**config.mk**
```make
export PLATFORM = sky130hd
export DESIGN_NAME = kto_cell
export DESIGN_NICKNAME = d
export VERILOG_FILES = /design/src/design/kto_pkg.sv /design/src/design/kto_cell.sv
export SDC_FILE = /design/constraint.sdc
export NUM_CORES = 1
export LEC_CHECK = 0
export BUFFER_PORTS_ARGS = -buffer_cell sky130_fd_sc_hd__buf_4
export CELL_PAD_IN_SITES_DETAIL_PLACEMENT = 2
export CELL_PAD_IN_SITES_GLOBAL_PLACEMENT = 2
export CORE_AREA = 4 4 259 261
export CTS_BUF_LIST = sky130_fd_sc_hd__clkbuf_16
export DETAILED_ROUTE_END_ITERATION = 10
export DIE_AREA = 0 0 263 265
export GPL_TIMING_DRIVEN = 0
export PLACE_DENSITY_LB_ADDON = 0.15
export SYNTH_ARGS = -nofsm -noshare
export SYNTH_HDL_FRONTEND = slang
export SYNTH_SLANG_ARGS = --single-unit
```
**constraint.sdc**
```tcl
create_clock -name i_clk -period 9.4 [get_ports i_clk]
set_input_delay 2.82 -clock i_clk [delete_from_list [all_inputs] [get_ports i_clk]]
set_output_delay 2.82 -clock i_clk [all_outputs]
set_load 0.01 [all_outputs]
```
**src/design/kto_pkg.sv**
```systemverilog
package kto_pkg;

    localparam logic [2:0] MODE_UPSERT = 3'd0;
    localparam logic [2:0] MODE_FLAGS  = 3'd1;
    localparam logic [2:0] MODE_DELETE = 3'd2;
    localparam logic [2:0] MODE_LOOKUP = 3'd3;
    localparam logic [2:0] MODE_CLEAR  = 3'd4;
    localparam logic [2:0] MODE_LIST   = 3'd5;

    localparam logic [1:0] ST_OK        = 2'd0;
    localparam logic [1:0] ST_INVALID   = 2'd1;
    localparam logic [1:0] ST_NOT_FOUND = 2'd2;

    typedef struct packed {
        logic [2:0]         mode;
        logic [63:0]        key;
        logic               has_node;
        logic signed [7:0]  link_rssi;
        logic signed [11:0] link_snr;
        logic [7:0]         path_hash_size;
        logic [7:0]         path_hop_count;
        logic               want_favorite;
        logic               want_muted;
        logic [31:0]        now_ms;
        logic [5:0]         max_count;
    } t_in;

    typedef struct packed {
        logic [1:0]         status;
        logic [63:0]        out_key;
        logic [31:0]        out_seq;
        logic [31:0]        out_created_ms;
        logic [31:0]        out_updated_ms;
        logic signed [7:0]  out_link_rssi;
        logic signed [11:0] out_link_snr;
        logic [7:0]         out_path_hash_size;
        logic [7:0]         out_path_hops;
        logic               out_favorite;
        logic               out_muted;
        logic               last;
    } t_out;

    // entry payload without the key; flags bit 0 favorite, bit 1 muted
    typedef struct packed {
        logic [31:0] seq;
        logic [31:0] created;
        logic [31:0] updated;
        logic [7:0]  rssi;
        logic [11:0] snr;
        logic [7:0]  path_size;
        logic [7:0]  hops;
        logic [1:0]  flags;
    } t_entry;

endpackage

```
**src/design/kto_cell.sv**
```systemverilog
module kto_cell
    import kto_pkg::*;
#(
    parameter int KEY_BITS = 64
) (
    input  logic                i_clk,
    input  logic                i_wr,
    input  logic [KEY_BITS-1:0] i_wkey,
    input  t_entry              i_wdata,
    input  logic                i_shift,
    input  logic [KEY_BITS-1:0] i_nkey,
    input  t_entry              i_ndata,
    input  logic [KEY_BITS-1:0] i_key,
    output logic [KEY_BITS-1:0] o_key,
    output t_entry              o_data,
    output logic                o_match
);

    logic [KEY_BITS-1:0] r_key;
    t_entry              r_data;

    always_ff @(posedge i_clk) begin
        if (i_wr) begin
            r_key  <= i_wkey;
            r_data <= i_wdata;
        end else if (i_shift) begin
            r_key  <= i_nkey;
            r_data <= i_ndata;
        end
    end

    assign o_key   = r_key;
    assign o_data  = r_data;
    assign o_match = (r_key == i_key);

endmodule

```
==> reports/metrics.cfg, run 1 <==
[outcome]
status = finished, final reports clean

[setup_path]
max_stage_delay_ns = 0.61
crit_type = in -> out
crit_buf_inv = 2
cp_top_family = simple AND/OR/NAND/NOR gates
crit_cells = 6
startpoint = i_key[34]
path_cells = buf_4 -> xor2_1 -> nor4_1 -> nand4_1 -> nor4_2 -> buf_4
worstPathMaxFanout = 1
critPathLaunchType = primary input
critPathCapture = o_match
cp-end-kind = output pin
worst_ep_arrival_time_ns = 4.56
required_ns = 6.58
critPathSlowestCell = nor4_1
crit_path_frequent_cell = buf_4

[global_route]
grt_overflow = 0
use_met2_pct = 24.45
grt_pass1_wl_mm = 65.84
grt_usage_pct = 13.40
grtUsageMet3_pct = 7.722
top_usage_layer = met2
grt_max_degree = 53
antenna_found_initial = 10
met1_usage_pct = 13.18
grt_pass1_vias = 8372

[drt]
via_per_inst = 3.553
drc = 0
drt-total-wl_mm = 48.00
num_vias = 7308
drt_pass1_iterations = 4
antenna_left = 0
wl_per_cell_um = 23.33
first_iter_violations = 271

[synth]
synth-seq-cells = 198
synth_largest_area_cell = edfxtp_1
synth.distinct_cells = 10
syn_area_mm2 = 0.009057
ys_seq_area_share_pct = 65.64
synth_top_area_share_pct = 65.64
syn_inst = 504
synth_area_per_cell_um2 = 17.97
yosys_warnings = 0
synth_nets = 967
synth_top_cells_by_area = edfxtp_1 (66%), mux2_2 (25%), xor2_1 (6.2%), buf_6 (1.2%), nor4_1 (1.1%)

[sta]
worstMarginPinSlew_ns = 0.8365
finalSetupTns_ns = 0
final.min_clock_period_ns = 7.378
slew_headroom_pct = 44.23
post-route-period-util_pct = 78.49
maxSlewViolCount = 0
hold_viol_final = 0
fmax_mhz = 135.5
setup_viol = 0
rsz0062_at_grt = false

[hold_path]
hp-class = in -> reg
worst_hold_path.num_cells = 2

[power_and_ir_drop]
ir_worst_vdd_v = 0.0001336
p_leak_nw = 6.687
p_total_mw = 2.473
power_density_mw_per_mm2 = 157.0

[clock_tree]
cts_buffers = 17
cts_setup_buffers = 0
cts_sinks = 198
htreeDepth = 4
cts_tree = done
cts_hold_buf = 0
ctsResizeCount = 0
clockBufferDepth = 2
path_clk_slew_ns = 0.09
cts_root_buf = clkbuf_16

[run]
maxCapViolCount = 0

[floorplanning]
io_pins = 662
rows = 93
dieArea_mm2 = 0.06970
fp.dieW_um = 263
initial_utilization_pct = 14.05
core_area_mm2 = 0.06446
die_h_um = 265

[placement]
hpwl_mm = 39.57
gp_congestion = 0.7328
port_buffers = 660
placed_cells = 2022
place_area_mm2 = 0.01517

[finish]
syn2layout_area_growth_pct = 73.91
final_layout_size_suffix_gt1_share_pct = 76.23
layout.nets = 1649
postLayoutCellArea_mm2 = 0.01575
finalNonFillerCells = 2057

-- cell usage in the layout, fill, tap and decap left out --
| master | instances |
|---|---|
| inv_1 | 2 |
| clkinv_2 | 2 |
| clkinvlp_4 | 2 |
| edfxtp_1 | 198 |
| nor4_2 | 1 |
| inv_8 | 1 |
| buf_2 | 10 |
| buf_16 | 3 |
| or2_4 | 1 |
| clkbuf_16 | 17 |
| buf_6 | 10 |
| bufinv_16 | 2 |
| nor4_1 | 16 |
| nand4_1 | 4 |
| inv_6 | 5 |
| mux2_2 | 198 |
| diode_2 | 3 |
| clkinv_1 | 1 |
| xor2_1 | 64 |
| buf_4 | 662 |
-- worst min path at each step --
stage / startpoint / slack, ns / endpoint
floorplan: i_nkey[52] / 3.04 / o_key[52]$_DFFE_PP_
global placement: i_ndata[126] / 3.12 / o_data[126]$_DFFE_PP_
detailed placement: i_nkey[50] / 3.13 / o_key[50]$_DFFE_PP_
CTS: i_ndata[27] / 2.56 / o_data[27]$_DFFE_PP_
global route: i_ndata[6] / 2.58 / o_data[6]$_DFFE_PP_
finish: i_ndata[12] / 2.62 / o_data[12]$_DFFE_PP_
-- layout make-up --
cell class | count | area (um2)
timing repair buffer | 663 | 5037
fill | 7158 | 48710
sequential | 198 | 5946
antenna | 3 | 7.507
clock inverter | 15 | 151.4
buffer | 22 | 177.7
clock buffer | 17 | 425.4
tap | 855 | 1070
multi-input combinational | 284 | 2937
-- power by group --
group / switching (mW) / leakage (nW) / internal, mW
Clock: 0.404 / 0.287 / 0.395
Sequential: 0.0444 / 2.02 / 1.09
Combinational: 0.225 / 4.38 / 0.319
Total: 0.674 / 6.69 / 1.80
-- registers in the layout, indices dropped and copies added (netlist names) --
name and cells:
o_data 134, o_key 64
-- synthesized netlist by cell type --
library cell	count
nor4_2	1
xor2_1	64
buf_6	10
buf_4	2
edfxtp_1	198
buf_2	10
mux2_2	198
or2_2	1
nand4_1	4
nor4_1	16
-- metrics by stage --
step | setup slack (ns) | util (%) | hold WS [ns]
floorplan | 2.856 | - | 3.040
global placement | 0.6742 | 23.40 | 3.123
detailed placement | 1.803 | 23.53 | 3.126
CTS | 1.798 | 24.42 | 2.557
global route | 1.870 | 24.42 | 2.581
finish | 2.022 | 24.43 | 2.623
-- layer usage --
layer	share of wire (%)	vias to the layer above
met2	53	396
met3	12	35
met4	1.0	12
met1	34	3544
met5	0.13	-
li1	-	3321
-- kinds of logic after synthesis --
logic type                synth area share (%)
muxes                                    24.62
DFF                                      65.64
xor gates and xnor gates                 6.189
and+or+nand+nor                          1.589
buffers and inverters                    1.962
Note: power is estimated with default switching activity, not from simulation.
==> run 2, diff against run 1 <==
- ABC_AREA: not set -> 1
- CORE_AREA: 4 4 259 261 -> 4 4 256 258
- DIE_AREA: 0 0 263 265 -> 0 0 260 262
- clock period: 9.4 -> 6.7 ns (I/O delays scaled with it)
==> reports/metrics.cfg, run 2 <==
[finish]
layout_commonest_cell = nand2_1
nFillCells = 7283  ; +1.7%
postLayoutCellArea_mm2 = 0.01609  ; +2.1%
layout.nets = 2150  ; +30%
syn2layout_area_growth_pct = 71.64
finalNonFillerCells = 2552  ; +24%
layout_common_cells = nand2_1 (666), buf_4 (665), edfxtp_1 (198)
final_layout_size_suffix_gt1_share_pct = 43.18  ; -33 points
largest_reg_flops = 134  ; unchanged
area.sequential_mm2 = 0.005946  ; unchanged
multiInputGateArea_mm2 = 0.003060  ; +4.2%
final_core_util_pct = 25.55  ; +1.1 points

[synth]
synth_common_cells = nand2_1 (666), edfxtp_1 (198), xnor2_1 (54)
syn_inst = 1004  ; +99%
synth_edf_count = 198  ; unchanged
synth_top_cells_by_area = edfxtp_1 (63%), nand2_1 (27%), xnor2_1 (5.0%), buf_6 (1.4%), buf_2 (1.1%)
yosysMostFrequentCell = nand2_1
synth_top_flop_cell = edfxtp_1
syn_area_mm2 = 0.009374  ; +3.5%
synth.distinct_cells = 11  ; +1
ys_seq_area_share_pct = 63.43  ; -2.2 points
synth_nets = 1467  ; +52%
synth_largest_area_cell = edfxtp_1
async_flop_share_pct = 0  ; unchanged
synth_area_per_cell_um2 = 9.337  ; -48%
yosys_warnings = 0  ; unchanged
synth-seq-cells = 198  ; unchanged
synth_top_area_share_pct = 63.43  ; -2.2 points

[power_and_ir_drop]
clockPowerShare_pct = 31.9  ; -0.4 points
ir_worst_vdd_v = 0.0001883  ; +41%
p_switching_mw = 1.031  ; +53%
internal_power_mw = 2.483  ; +38%
p_comb_share_pct = 23.0  ; +1.0 points
p_total_mw = 3.513  ; +42%
swShare_pct = 29.34  ; +2.1 points
power_density_mw_per_mm2 = 218.4  ; +39%
seq_power_share_pct = 45.1  ; -0.6 points
p_leak_nw = 7.869  ; +18%

[setup_path]
cp-end-kind = output pin
crit_type = in -> out
worst_ep_arrival_time_ns = 3.17  ; -1.39 ns
critPathSlowestCell = xnor2_1
required_ns = 4.69  ; -1.89 ns
cp_top_family = simple AND/OR/NAND/NOR gates
worstPathMaxFanout = 1  ; unchanged
crit_buf_inv = 2  ; unchanged
startpoint = i_key[44]
path_cells = buf_4 -> xnor2_1 -> nand2_1 -> nor2_1 -> nand2_1 -> nor2_1 -> nand2_1 -> nor2_1 -> buf_4
critPathLaunchType = primary input
max_stage_delay_ns = 0.29  ; -0.32 ns

[clock_tree]
ctsResizeCount = 0  ; unchanged
clockBufferDepth = 2  ; unchanged
cts_root_buf = clkbuf_16
path_clk_slew_ns = 0.09  ; about the same
cts_setup_buffers = 0  ; unchanged
cts_sinks = 198  ; unchanged
cts_buffers = 17  ; unchanged
cts_tree = done
htreeDepth = 4  ; unchanged
cts_hold_buf = 0  ; unchanged

[placement]
gp_congestion = 0.7649  ; +4.4%
port_buffers = 661  ; +0.15%
placed_cells = 2514  ; +24%
place_area_mm2 = 0.01548  ; +2.1%
hpwl_mm = 43.75  ; +11%

[drt]
num_vias = 9492  ; +30%
wl_met1_mm = 18.26  ; +11%
antenna_left = 0  ; unchanged
routed-wl-met2_mm = 28.42  ; +12%
first_iter_violations = 342  ; +26%
via_per_inst = 3.719  ; +4.7%
wl_per_cell_um = 20.65  ; -12%
drc = 0  ; unchanged
drt-total-wl_mm = 52.70  ; +9.8%
highest_layer = met5
dr_wl_met3_mm = 4.789  ; -14%
drt_pass1_iterations = 4  ; unchanged

[sta]
rsz0062_at_grt = false
post-route-period-util_pct = 77.37
hold_viol_final = 0  ; unchanged
fmax_mhz = 192.9
maxSlewViolCount = 0  ; unchanged
worstMarginPinSlew_ns = 0.7620  ; -0.07450 ns
slew_headroom_pct = 49.20  ; +5.0 points
holdWs_ns = 1.783  ; -0.8400 ns
setup_viol = 0  ; unchanged
final.min_clock_period_ns = 5.184

[global_route]
grt_pass1_wl_mm = 72.22  ; +9.7%
grt_max_degree = 56  ; +5.7%
grt_pass1_vias = 10419  ; +24%
grt_usage_pct = 14.81  ; +1.4 points
grt_overflow = 0  ; unchanged
antenna_found_initial = 6  ; -4

[hold_path]
hp-class = in -> reg
hold_path_end = o_data[52]$_DFFE_PP_
hold_start = i_ndata[52]
worst_hold_path.num_cells = 3  ; +1

[floorplanning]
dieArea_mm2 = 0.06812  ; -2.3%
initial_utilization_pct = 14.89  ; +0.84 points
io_pins = 662  ; unchanged
die_h_um = 262  ; -1.1%
fp.dieW_um = 260  ; -1.1%
core_area_mm2 = 0.06297  ; -2.3%
rows = 92  ; -1.1%

[outcome]
status = finished, final reports clean

[run]
maxCapViolCount = 0  ; unchanged

==> run 2: cell types whose count changed in the layout (fill, tap and decap cells not counted), sizes merged, moves of 7 or more <==
cell,delta
nand2,+666
mux2,-198
xor2,-64
xnor2,+54
nor2,+21
inv,+18
nor4,-17
buf,+15
clkbuf,+7
==> run 2: worst max-delay path by stage <==
stage	end	slack [ns]	depth (start not counted)
3_3_place_gp	o_data[121]$_DFFE_PP_	-0.60	4
3_5_place_dp	o_match	1.43	9
2_1_floorplan	o_data[0]$_DFFE_PP_	1.56	3
6_report	o_match	1.52	9
5_1_grt	o_match	1.39	9
4_1_cts	o_match	1.42	9
==> run 2: worst min-delay path: cells and delay by family <==
family        cells  cell delay [ns]
buf+inv           1             0.08
simple gates      2             0.08
==> run 2: metrics by stage <==
step | TNS (ns) | setup WS [ns]
6_report | 0 | 1.516
3_5_place_dp | 0 | 1.428
5_1_grt | 0 | 1.386
3_3_place_gp | -113.32 | -0.6040
2_1_floorplan | 0 | 1.555
4_1_cts | 0 | 1.425
==> run 2: final cells by class <==
cell class                 instances  share of cell area (%)
multi-input combinational        742                   19.02
inverter                          21                  0.4899
antenna                            6                 0.09332
buffer                            43                   1.812
timing repair buffer             664                   31.36
tap                              846                   6.579
clock inverter                    15                   1.050
clock buffer                      17                   2.644
sequential                       198                   36.95
==> run 2: routing by layer <==
layer | GRT usage, % | vias to the layer above
met4 | 5.127 | 2
met3 | 6.312 | 43
met1 | 14.93 | 4558
met2 | 27.39 | 339
li1 | - | 4550
met5 | 0 | -
==> run 2: logic make-up after synthesis <==
kind of cell | after synthesis | share of synthesized area [%]
AND/OR/NAND/NOR | 688 | 27.58
flip-flops | 198 | 63.43
buffers and inverters | 64 | 3.951
XOR/XNOR | 54 | 5.045
==> run 2: power groups by stage <==
stage	registers [mW]	logic (mW)	clock network (mW)
CTS	1.59	0.838	1.19
global route	1.60	0.888	1.22
floorplan	1.68	0.201	0
detailed placement	1.61	0.836	0
global placement	1.62	0.819	0
finish	1.58	0.809	1.12
